[src/ts_rs_pkg.sv]
`default_nettype none
// ----------------------------------------------------------------------------
// ts_rs_pkg
// Shared types and constants of the transport stream timestamp restamper:
// packet geometry, header byte positions, field kinds and the run record
// that carries the result bytes of one input byte between the stages.
// ----------------------------------------------------------------------------
package ts_rs_pkg;

	localparam int PACKET_BYTES = 188;
	localparam int IDX_W        = 8;   // byte index inside a packet
	localparam int POS_W        = 9;   // PES header position and field bounds
	localparam int HOLD_DEPTH   = 6;   // longest timestamp field (PCR)
	localparam int CNT_W        = 3;
	localparam int BASE_W       = 33;  // 90 kHz timestamp base

	// header byte positions
	localparam logic [IDX_W-1:0] HDR_PUSI_BYTE = IDX_W'(1);
	localparam logic [IDX_W-1:0] HDR_AFC_BYTE  = IDX_W'(3);
	localparam logic [IDX_W-1:0] AF_LEN_BYTE   = IDX_W'(4);
	localparam logic [IDX_W-1:0] AF_FLAGS_BYTE = IDX_W'(5);
	localparam logic [IDX_W-1:0] LAST_BYTE     = IDX_W'(PACKET_BYTES - 1);

	// PCR field
	localparam logic [POS_W-1:0] PCR_START = POS_W'(6);
	localparam logic [POS_W-1:0] PCR_END   = POS_W'(12);
	localparam logic [CNT_W-1:0] PCR_LEN   = CNT_W'(6);
	localparam logic [8:0]       PCR_MIN_AF_SIZE = 9'd8;

	// PES header layout relative to its start
	localparam logic [POS_W-1:0] PES_NO_AF_POS  = POS_W'(4);
	localparam logic [POS_W-1:0] PES_AF_BASE    = POS_W'(5);
	localparam logic [POS_W-1:0] PES_AF_LIMIT   = POS_W'(PACKET_BYTES - 14);
	localparam logic [POS_W-1:0] PES_FLAGS_OFS  = POS_W'(7);
	localparam logic [POS_W-1:0] PTS_OFS        = POS_W'(9);
	localparam logic [POS_W-1:0] DTS_OFS        = POS_W'(14);
	localparam logic [POS_W-1:0] DTS_END_OFS    = POS_W'(19);
	localparam logic [POS_W-1:0] PTS_MAX_POS    = POS_W'(PACKET_BYTES - 14);
	localparam logic [POS_W-1:0] DTS_MAX_POS    = POS_W'(PACKET_BYTES - 19);
	localparam logic [CNT_W-1:0] TS_LEN         = CNT_W'(5);

	typedef enum logic [1:0] {
		KIND_PASS = 2'd0,
		KIND_PCR  = 2'd1,
		KIND_PTS  = 2'd2,
		KIND_DTS  = 2'd3
	} kind_t;

	typedef enum logic {
		REG_TIME_OFFSET = 1'b0,
		REG_PTS_SHIFT   = 1'b1
	} reg_idx_t;

	localparam int APB_ADDR_W = 3;

	// Result bytes caused by one input byte; entries 0..count-1 are sent.
	typedef struct packed {
		logic [HOLD_DEPTH-1:0][7:0] data;
		logic [HOLD_DEPTH-1:0]      pkt_first;
		kind_t                      fkind;
		logic [CNT_W-1:0]           count;
	} run_t;

endpackage
`default_nettype wire

[src/ts_rs_parser.sv]
`default_nettype none
// ----------------------------------------------------------------------------
// ts_rs_parser
// Tracks the packet position and header flags, holds timestamp bytes and
// builds the run of result bytes for each accepted stream byte.
// ----------------------------------------------------------------------------
module ts_rs_parser
	import ts_rs_pkg::*;
(
	input  logic       clk,
	input  logic       arst_n,
	input  logic       in_valid,
	output logic       in_ready,
	input  logic [7:0] in_byte,
	input  logic       packet_begin,
	input  logic       s1_free,
	output run_t       run_s1,
	output logic       run_valid_s1
);

	logic [IDX_W-1:0] byte_index_q;
	logic [1:0]       hdr_flags_q;
	logic [8:0]       adapt_size_q;
	logic [POS_W-1:0] pes_pos_q;
	logic [2:0]       pes_flags_q;
	logic [7:0]       hold_q [HOLD_DEPTH];
	logic [CNT_W-1:0] hold_count_q;
	kind_t            hold_kind_q;

	logic             accept;
	logic [IDX_W-1:0] idx;
	logic [POS_W-1:0] idx9;
	logic             first;
	logic [1:0]       hf;
	logic [8:0]       asz;
	logic [POS_W-1:0] p;
	logic [POS_W-1:0] pn;
	logic [2:0]       pf;
	kind_t            kind;
	logic [POS_W-1:0] start;
	logic [CNT_W-1:0] len;
	logic             flush;
	logic [CNT_W-1:0] pos;
	logic             complete;
	logic             hold_we;
	logic [CNT_W-1:0] hold_count_n;
	kind_t            hold_kind_n;
	logic [IDX_W-1:0] byte_index_n;
	run_t             run;

	assign accept   = in_valid && in_ready;
	assign in_ready = !run_valid_s1 || s1_free;

	always_comb begin
		idx   = (packet_begin || byte_index_q > LAST_BYTE) ? '0 : byte_index_q;
		idx9  = {1'b0, idx};
		first = (idx == '0);
		hf    = first ? '0 : hdr_flags_q;
		asz   = first ? '0 : adapt_size_q;
		p     = first ? '0 : pes_pos_q;
		pf    = first ? '0 : pes_flags_q;

		// transport header and adaptation field
		if (idx == HDR_PUSI_BYTE) begin
			if (in_byte[6])
				hf[0] = 1'b1;
		end else if (idx == HDR_AFC_BYTE) begin
			if (in_byte[5])
				hf[1] = 1'b1;
			else if (hf[0])
				p = PES_NO_AF_POS;
		end else if (idx == AF_LEN_BYTE && hf[1]) begin
			asz = 9'd1 + {1'b0, in_byte};
			if (hf[0] && {1'b0, in_byte} < PES_AF_LIMIT)
				p = PES_AF_BASE + {1'b0, in_byte};
		end else if (idx == AF_FLAGS_BYTE && hf[1]) begin
			if (in_byte[4] && asz >= PCR_MIN_AF_SIZE)
				pf[0] = 1'b1;
		end

		// PES start prefix and PTS/DTS flags
		pn = p;
		if (p != '0) begin
			if ((idx9 == p || idx9 == p + POS_W'(1)) && in_byte != 8'h00)
				pn = '0;
			else if (idx9 == p + POS_W'(2) && in_byte != 8'h01)
				pn = '0;
			else if (idx9 == p + PES_FLAGS_OFS && in_byte[7] && p <= PTS_MAX_POS) begin
				pf[1] = 1'b1;
				if (in_byte[6] && p <= DTS_MAX_POS)
					pf[2] = 1'b1;
			end
		end

		// field classification
		kind  = KIND_PASS;
		start = '0;
		len   = '0;
		if (pf[0] && idx9 >= PCR_START && idx9 < PCR_END) begin
			kind  = KIND_PCR;
			start = PCR_START;
			len   = PCR_LEN;
		end else if (p != '0 && pf[1] && idx9 >= p + PTS_OFS && idx9 < p + DTS_OFS) begin
			kind  = KIND_PTS;
			start = p + PTS_OFS;
			len   = TS_LEN;
		end else if (p != '0 && pf[2] && idx9 >= p + DTS_OFS && idx9 < p + DTS_END_OFS) begin
			kind  = KIND_DTS;
			start = p + DTS_OFS;
			len   = TS_LEN;
		end

		// release held bytes unchanged on restart or an interrupted field
		flush    = (hold_count_q != '0) &&
			(first || hold_kind_q != kind || idx9 == start);
		pos      = flush ? '0 : hold_count_q;
		complete = (kind != KIND_PASS) && (pos + CNT_W'(1) == len);
		hold_we  = (kind != KIND_PASS) && !complete;

		if (hold_we) begin
			hold_count_n = pos + CNT_W'(1);
			hold_kind_n  = kind;
		end else begin
			hold_count_n = '0;
			hold_kind_n  = KIND_PASS;
		end

		// held bytes occupy the front of the run, this byte follows them
		for (int i = 0; i < HOLD_DEPTH; i++) begin
			run.data[i]      = (CNT_W'(i) == hold_count_q) ? in_byte : hold_q[i];
			run.pkt_first[i] = (CNT_W'(i) == hold_count_q) && first;
		end
		run.fkind = complete ? kind : KIND_PASS;
		if (complete)
			run.count = len;
		else if (kind == KIND_PASS)
			run.count = hold_count_q + CNT_W'(1);
		else if (flush)
			run.count = hold_count_q;
		else
			run.count = '0;

		byte_index_n = (idx == LAST_BYTE) ? '0 : idx + IDX_W'(1);
	end

	always_ff @(posedge clk or negedge arst_n) begin
		if (!arst_n) begin
			byte_index_q <= '0;
			hdr_flags_q  <= '0;
			adapt_size_q <= '0;
			pes_pos_q    <= '0;
			pes_flags_q  <= '0;
			hold_count_q <= '0;
			hold_kind_q  <= KIND_PASS;
			run_valid_s1 <= 1'b0;
		end else begin
			if (accept) begin
				byte_index_q <= byte_index_n;
				hdr_flags_q  <= hf;
				adapt_size_q <= asz;
				pes_pos_q    <= pn;
				pes_flags_q  <= pf;
				hold_count_q <= hold_count_n;
				hold_kind_q  <= hold_kind_n;
				run_valid_s1 <= (run.count != '0);
			end else if (s1_free) begin
				run_valid_s1 <= 1'b0;
			end
		end
	end

	always_ff @(posedge clk) begin
		if (accept) begin
			run_s1 <= run;
			if (hold_we) begin
				for (int i = 0; i < HOLD_DEPTH; i++) begin
					if (CNT_W'(i) == pos)
						hold_q[i] <= in_byte;
				end
			end
		end
	end

endmodule
`default_nettype wire

[src/ts_rs_rewrite.sv]
`default_nettype none
// ----------------------------------------------------------------------------
// ts_rs_rewrite
// Adds the offset to the 33-bit base of a completed PCR, PTS or DTS run and
// packs the new base back, keeping marker, reserved and extension bits.
// ----------------------------------------------------------------------------
module ts_rs_rewrite
	import ts_rs_pkg::*;
(
	input  run_t              run_in,
	input  logic [BASE_W-1:0] time_off,
	input  logic [BASE_W-1:0] pts_off,
	output run_t              run_out
);

	logic [BASE_W-1:0] base;
	logic [BASE_W-1:0] off;
	logic [BASE_W-1:0] nbase;

	always_comb begin
		if (run_in.fkind == KIND_PCR)
			base = {run_in.data[0], run_in.data[1], run_in.data[2],
				run_in.data[3], run_in.data[4][7]};
		else
			base = {run_in.data[0][3:1], run_in.data[1], run_in.data[2][7:1],
				run_in.data[3], run_in.data[4][7:1]};

		off   = (run_in.fkind == KIND_PTS) ? pts_off : time_off;
		nbase = base + off;

		run_out = run_in;
		case (run_in.fkind)
			KIND_PCR: begin
				run_out.data[0] = nbase[32:25];
				run_out.data[1] = nbase[24:17];
				run_out.data[2] = nbase[16:9];
				run_out.data[3] = nbase[8:1];
				run_out.data[4] = {nbase[0], run_in.data[4][6:0]};
			end
			KIND_PTS, KIND_DTS: begin
				run_out.data[0] = {run_in.data[0][7:4], nbase[32:30], run_in.data[0][0]};
				run_out.data[1] = nbase[29:22];
				run_out.data[2] = {nbase[21:15], run_in.data[2][0]};
				run_out.data[3] = nbase[14:7];
				run_out.data[4] = {nbase[6:0], run_in.data[4][0]};
			end
			default: begin
				run_out = run_in;
			end
		endcase
	end

endmodule
`default_nettype wire

[src/ts_rs_serializer.sv]
`default_nettype none
// ----------------------------------------------------------------------------
// ts_rs_serializer
// Holds the run being sent and hands its bytes out one per transaction.
// ----------------------------------------------------------------------------
module ts_rs_serializer
	import ts_rs_pkg::*;
(
	input  logic       clk,
	input  logic       arst_n,
	input  run_t       run_in,
	input  logic       run_valid,
	output logic       s1_free,
	output logic       out_valid,
	input  logic       out_ready,
	output logic [7:0] out_byte,
	output logic       out_begin,
	output logic       run_last,
	output logic [1:0] field_kind
);

	run_t             cur_q;
	logic             cur_valid_q;
	logic [CNT_W-1:0] pos_q;

	assign out_valid  = cur_valid_q;
	assign out_byte   = cur_q.data[pos_q];
	assign out_begin  = cur_q.pkt_first[pos_q];
	assign field_kind = cur_q.fkind;
	assign run_last   = (pos_q == cur_q.count - CNT_W'(1));
	assign s1_free    = !cur_valid_q || (out_ready && run_last);

	always_ff @(posedge clk or negedge arst_n) begin
		if (!arst_n) begin
			cur_valid_q <= 1'b0;
			pos_q       <= '0;
		end else begin
			if (s1_free) begin
				cur_valid_q <= run_valid;
				pos_q       <= '0;
			end else if (out_ready) begin
				pos_q <= pos_q + CNT_W'(1);
			end
		end
	end

	always_ff @(posedge clk) begin
		if (s1_free && run_valid)
			cur_q <= run_in;
	end

endmodule
`default_nettype wire

[src/ts_timestamp_restamper.sv]
`default_nettype none
// ----------------------------------------------------------------------------
// ts_timestamp_restamper
// PCR/PTS/DTS restamper for an aligned 188-byte MPEG transport stream.
// ----------------------------------------------------------------------------
// The block takes one stream byte per transaction and normally gives one byte
// out for it, through the parser's and serializer's registers. Bytes of a PCR
// (6 bytes), PTS or DTS (5 bytes each) are held back; the byte that completes
// a field releases the whole field, with its 33-bit base advanced by
// time_offset (plus the PTS shift for the PTS) modulo 2^33, as a burst that
// leaves at one byte per cycle while the output is taken. Plain bytes flow
// in at one byte per cycle as long as the output is taken; a burst occupies
// the serializer, the next byte waits in the parser's result register and
// the input stalls until the burst has left. A packet_begin that cuts a
// packet short sends any held bytes first, unchanged and marked as plain
// bytes. run_last flags the last output byte caused by one input byte.
// Registers (APB, 32-bit): 0x0 time_offset, 0x4 PTS shift, both signed.
// Write them only while no stream data is in flight.
// ----------------------------------------------------------------------------
module ts_timestamp_restamper
	import ts_rs_pkg::*;
(
	input  logic                  clk,
	input  logic                  arst_n,
	// stream in
	input  logic                  in_valid,
	output logic                  in_ready,
	input  logic [7:0]            in_byte,
	input  logic                  packet_begin,
	// stream out
	output logic                  out_valid,
	input  logic                  out_ready,
	output logic [7:0]            out_byte,
	output logic                  out_begin,
	output logic                  run_last,
	output logic [1:0]            field_kind,
	// configuration
	input  logic                  psel,
	input  logic                  penable,
	input  logic                  pwrite,
	input  logic [APB_ADDR_W-1:0] paddr,
	input  logic [31:0]           pwdata,
	output logic [31:0]           prdata,
	output logic                  pready
);

	logic [31:0]       time_offset_q;
	logic [31:0]       pts_shift_q;
	logic [BASE_W-1:0] pts_off_q;
	logic [BASE_W-1:0] time_off;
	logic              cfg_wr;
	reg_idx_t          reg_sel;

	run_t run_s1;
	logic run_valid_s1;
	run_t run_rw;
	logic s1_free;

	// Register file: the PTS offset sum is kept ready so the datapath sees a
	// single add per field.
	assign pready   = 1'b1;
	assign reg_sel  = reg_idx_t'(paddr[2]);
	assign cfg_wr   = psel && penable && pwrite && pready;
	assign time_off = {time_offset_q[31], time_offset_q};

	always_comb begin
		case (reg_sel)
			REG_TIME_OFFSET: prdata = time_offset_q;
			REG_PTS_SHIFT:   prdata = pts_shift_q;
			default:         prdata = '0;
		endcase
	end

	always_ff @(posedge clk or negedge arst_n) begin
		if (!arst_n) begin
			time_offset_q <= '0;
			pts_shift_q   <= '0;
			pts_off_q     <= '0;
		end else if (cfg_wr) begin
			case (reg_sel)
				REG_TIME_OFFSET: begin
					time_offset_q <= pwdata;
					pts_off_q     <= {pwdata[31], pwdata} + {pts_shift_q[31], pts_shift_q};
				end
				REG_PTS_SHIFT: begin
					pts_shift_q <= pwdata;
					pts_off_q   <= {time_offset_q[31], time_offset_q} + {pwdata[31], pwdata};
				end
				default: begin
					pts_off_q <= pts_off_q;
				end
			endcase
		end
	end

	// Parse the header, hold field bytes and register the run of each byte.
	ts_rs_parser u_parser (
		.clk          (clk),
		.arst_n       (arst_n),
		.in_valid     (in_valid),
		.in_ready     (in_ready),
		.in_byte      (in_byte),
		.packet_begin (packet_begin),
		.s1_free      (s1_free),
		.run_s1       (run_s1),
		.run_valid_s1 (run_valid_s1)
	);

	// Advance the timestamp base on the way into the output stage.
	ts_rs_rewrite u_rewrite (
		.run_in   (run_s1),
		.time_off (time_off),
		.pts_off  (pts_off_q),
		.run_out  (run_rw)
	);

	// Drain each run one byte per output transaction.
	ts_rs_serializer u_serializer (
		.clk        (clk),
		.arst_n     (arst_n),
		.run_in     (run_rw),
		.run_valid  (run_valid_s1),
		.s1_free    (s1_free),
		.out_valid  (out_valid),
		.out_ready  (out_ready),
		.out_byte   (out_byte),
		.out_begin  (out_begin),
		.run_last   (run_last),
		.field_kind (field_kind)
	);

endmodule
`default_nettype wire

[config.mk]
export PLATFORM = sky130hd
export DESIGN_NAME = ts_timestamp_restamper
export DESIGN_NICKNAME = d
export VERILOG_FILES = /design/src/ts_rs_pkg.sv /design/src/ts_rs_parser.sv /design/src/ts_rs_rewrite.sv /design/src/ts_rs_serializer.sv /design/src/ts_timestamp_restamper.sv
export SDC_FILE = /design/constraint.sdc
export NUM_CORES = 1
export LEC_CHECK = 0
export BUFFER_PORTS_ARGS = -buffer_cell sky130_fd_sc_hd__buf_2
export CORE_MARGIN = 2
export CORE_UTILIZATION = 35
export CTS_CLUSTER_DIAMETER = 50
export DETAILED_ROUTE_END_ITERATION = 12
export GPL_ROUTABILITY_DRIVEN = 0
export PLACE_DENSITY = 0.56
export SYNTH_ARGS = -nofsm -noshare
export SYNTH_HDL_FRONTEND = slang
export SYNTH_HIERARCHICAL = 1
export SYNTH_SLANG_ARGS = --single-unit
[constraint.sdc]
create_clock -name clk -period 21.7 [get_ports clk]
set_clock_uncertainty 0.2 [all_clocks]
set_input_delay 3.255 -clock clk [delete_from_list [all_inputs] [get_ports clk]]
set_output_delay 3.255 -clock clk [all_outputs]
set_load 0.03 [all_outputs]
==> flow_summary_export.csv <==
group,metric,value,unit
detailed_routing,ant_nets,0,
placement,post-place-ws,8.39,ns
sta,hold-worst-slack,0.217,ns
sta,post-route-period-util,59.1,%
sta,tns,0,ns
worst_setup_path,cp.arrival,12.80,ns
global_routing,antenna_found_initial,3,
final_layout,nets,2326,
sta,tightest_slew,1.23,ns
worst_setup_path,crit_top_cell,"ha_1",
detailed_routing,vias,16700,
sta,rsz0062_at_grt,"false",
worst_setup_path,criticalPathCategory,"primary input to flop",
clock_network,clockRootBuffer,"clkbuf_16",
synth,synth_top_area_share,23.7,%
worst_setup_path,critPathMaxStageDelay,1.01,ns
detailed_routing,drt-pass1-iter-count,8,
sta,finalHoldViolCount,0,
final_layout,drive_gt1_share,21.4,%
clock_network,ctsHoldBuffers,0,
power,power.internal,1.67,mW
clock_network,cts_tree,"yes",
global_routing,grt_max_degree,79,
power,comb_power_share,44.9,%
placement,postPlaceCellArea,22100,sq um
synth,synth_area,21100,sq um
final_layout,ff_latch_area,8360,sq um
clock_network,path_clk_slew,0.06,ns
sta,fin_crit,12.83,ns
sta,slew_violations,0,
power,power_density,119,nW/um^2
final_layout,multi_input_area,11800,sq um
die,die_area,62200,sq um
synth,synth_top_area_cell,"edfxtp_1",
clock_network,cts_buffers,42,
sta,slew_headroom,17.5,%
synth,ys_top_cells_by_area,"edfxtp_1 24%, dfrtp_1 16%, mux2_2 11%",
final_layout,design_area,23500,sq um
synth,syn_nets,2292,
flow_run,cap_violations,0,
synth,yosysUniqueCellTypes,130,
sta,layout_setup_ws,8.87,ns
die,die_x,249,um
worst_setup_path,end_kind,"flop",
final_layout,final_cells,2968,
synth,avgSynthCellArea,9.91,sq um
final_layout,fin_util,39.7,%
sta,finalSetupViolCount,0,
detailed_routing,first_iter_violations,1459,
clock_network,postCtsSetupRepairBufs,0,
clock_network,ctsResizeCount,0,
global_routing,grt_pass1_vias,16400,
power,seq_power_share,29.6,%
synth,synth_seq_area_share,39.7,%
clock_network,cts_sinks,301,
synth,netlist_instances,2126,
sta,fmaxAchievable,78.0,MHz
detailed_routing,wire_per_inst,20.1,um
clock_network,insertion_delay,0.57,ns
clock_network,htree_num_levels,2,
min_path,hold_path.class,"flop to flop",
placement,dp_hpwl,43.5,mm
clock_network,clk_path_buf_depth,3,
synth,postSynth.asyncResetShare,44.9,%
worst_setup_path,cp-start-kind,"primary input",
power,p_sw_share,40.6,%
detailed_routing,routed_wl,59.7,mm
worst_setup_path,cp_max_fo,12,
final_layout,synthToLayoutAreaGrowth,11.7,%
outcome,status,"completed",
final_layout,final.fill_count,5847,
power,pwr-share-clk,25.5,%
worst_setup_path,cpMaxStageDelayCell,"nor3b_1",
placement,dpl.cell_count,2889,
synth,yosys_warnings,6,
global_routing,grt_usage,18.9,%
power,fin_total_pwr,2.80,mW
die,coreArea,59200,sq um
detailed_routing,drc,0,
die,start_util,35.6,%
power,switchingPower,1.14,mW
power,p_leak,9.50,nW
die,rows,89,
global_routing,grt_pass1_wl,93.8,mm
global_routing,gr-total-overflow,0,
synth,synth_ff_type,"edfxtp_1",
synth,ys_ff_latch,301,
die,die_h,249,um
worst_setup_path,required,21.68,ns
synth,synth_edf_count,166,
power,ir_drop,0.0658,mV
placement,io_buffer_count,94,
detailed_routing,viasPerCell,5.64,
die,ios,98,
[critical path, delay by kind of cell]
family          cells  cell delay, ns
compound gates     15            4.10
xor+xnor            1            0.33
buf+inv             3            0.77
simple gates       10            2.71
fa+ha+maj           5            1.61
[worst paths after layout]
check	start	endpoint	slack [ns]	depth (start not counted)
max in group asynchronous	arst_n	pts_shift_q[30]$_DFFE_PN0P_	17.37	2
setup reg to reg	u_parser/byte_index_q[3]$_DFFE_PN0P_	u_parser/hold_q[2][1]$_DFFE_PP_	11.08	33
min in group asynchronous	arst_n	time_offset_q[6]$_DFFE_PN0P_	2.47	1
hold / removal	u_parser/run_s1[0]$_DFFE_PP_	u_serializer/cur_q[0]$_DFFE_PP_	0.22	0
hold reg to reg	u_parser/run_s1[0]$_DFFE_PP_	u_serializer/cur_q[0]$_DFFE_PP_	0.22	0
setup / recovery	packet_begin	u_parser/hold_q[2][1]$_DFFE_PP_	8.87	34
[logic make-up (layout without fill, tap and decap cells)]
group / after synthesis / count (layout) / synth area share (%)
compound gates: 540 / 540 / 17.7
xor+xnor: 86 / 86 / 3.71
fa+ha+maj: 115 / 115 / 6.90
buf+inv: 204 / 272 / 4.41
flops: 301 / 301 / 39.7
mux: 235 / 235 / 12.9
other cells: 1 / 2 / 0.0178
simple gates: 644 / 644 / 14.7
[layer usage]
metal / vias up / track usage, % / part of all wire (%)
li1: 7956 / - / -
met1: 8143 / 25.6 / 45
met2: 545 / 30.8 / 46
met3: 103 / 2.94 / 5.7
met4: 2 / 6.45 / 3.0
met5: - / 0 / 0.022
[cell usage after synthesis, types with 11 or more instances]
master	n
a211oi_1	20
a21o_1	30
a21oi_1	114
and3_1	21
buf_1	15
buf_2	26
buf_4	26
clkbuf_1	59
dfrtp_1	135
edfxtp_1	166
ha_1	113
inv_1	68
mux2_2	197
mux2i_1	26
nand2_1	311
nand2b_1	15
nand3_1	47
nand4_1	24
nor2_1	83
nor2b_1	17
nor3_1	41
nor4_1	13
o211ai_1	18
o21a_1	14
o21ai_0	134
o21ai_1	15
o21bai_1	11
o22ai_1	21
o31ai_1	16
xnor2_1	49
xor2_1	34
[power groups by stage]
| stage | Sequential [mW] | Combinational, mW | Clock (mW) |
|---|---|---|---|
| detailed placement | 0.842 | 1.25 | 0 |
| finish | 0.830 | 1.26 | 0.715 |
| CTS | 0.832 | 1.25 | 0.732 |
| floorplan | 0.804 | 0.950 | 0 |
| global placement | 0.838 | 1.23 | 0 |
| global route | 0.845 | 1.38 | 0.756 |
[cells in the final DEF (no fill, tap or decap), types with 16 or more instances in the layout]
cell,count
inv_1,68
ha_1,113
a21o_1,30
o31ai_1,16
clkbuf_16,43
xnor2_1,49
edfxtp_1,166
nor2b_1,16
nor2_1,82
dfrtp_1,135
mux2_2,197
a211oi_1,20
nand4_1,24
a21oi_1,114
buf_4,26
buf_2,93
xor2_1,34
nand2_1,311
o21ai_0,134
o211ai_1,18
nand3_1,46
mux2i_1,26
nor3_1,41
o22ai_1,21
and3_1,21
[registers in the layout (all words and copies together) (netlist names), 6 cells and up]
name / count
u_parser/run_s1: 59
u_serializer/cur_q: 57
u_parser/hold_q: 48
pts_off_q: 33
pts_shift_q: 32
time_offset_q: 32
u_parser/pes_pos_q: 9
u_parser/byte_index_q: 8
u_parser/adapt_size_q: 6
[cell type report]
class	instances	share of cell area [%]
antenna	1	0.0106
clock buffer	59	5.17
clock inverter	19	1.04
inverter	74	1.19
multi-input combinational	1621	50.1
sequential	301	35.5
tap	773	4.11
timing repair buffer	120	2.85
Note: power is estimated with default switching activity, not from simulation.
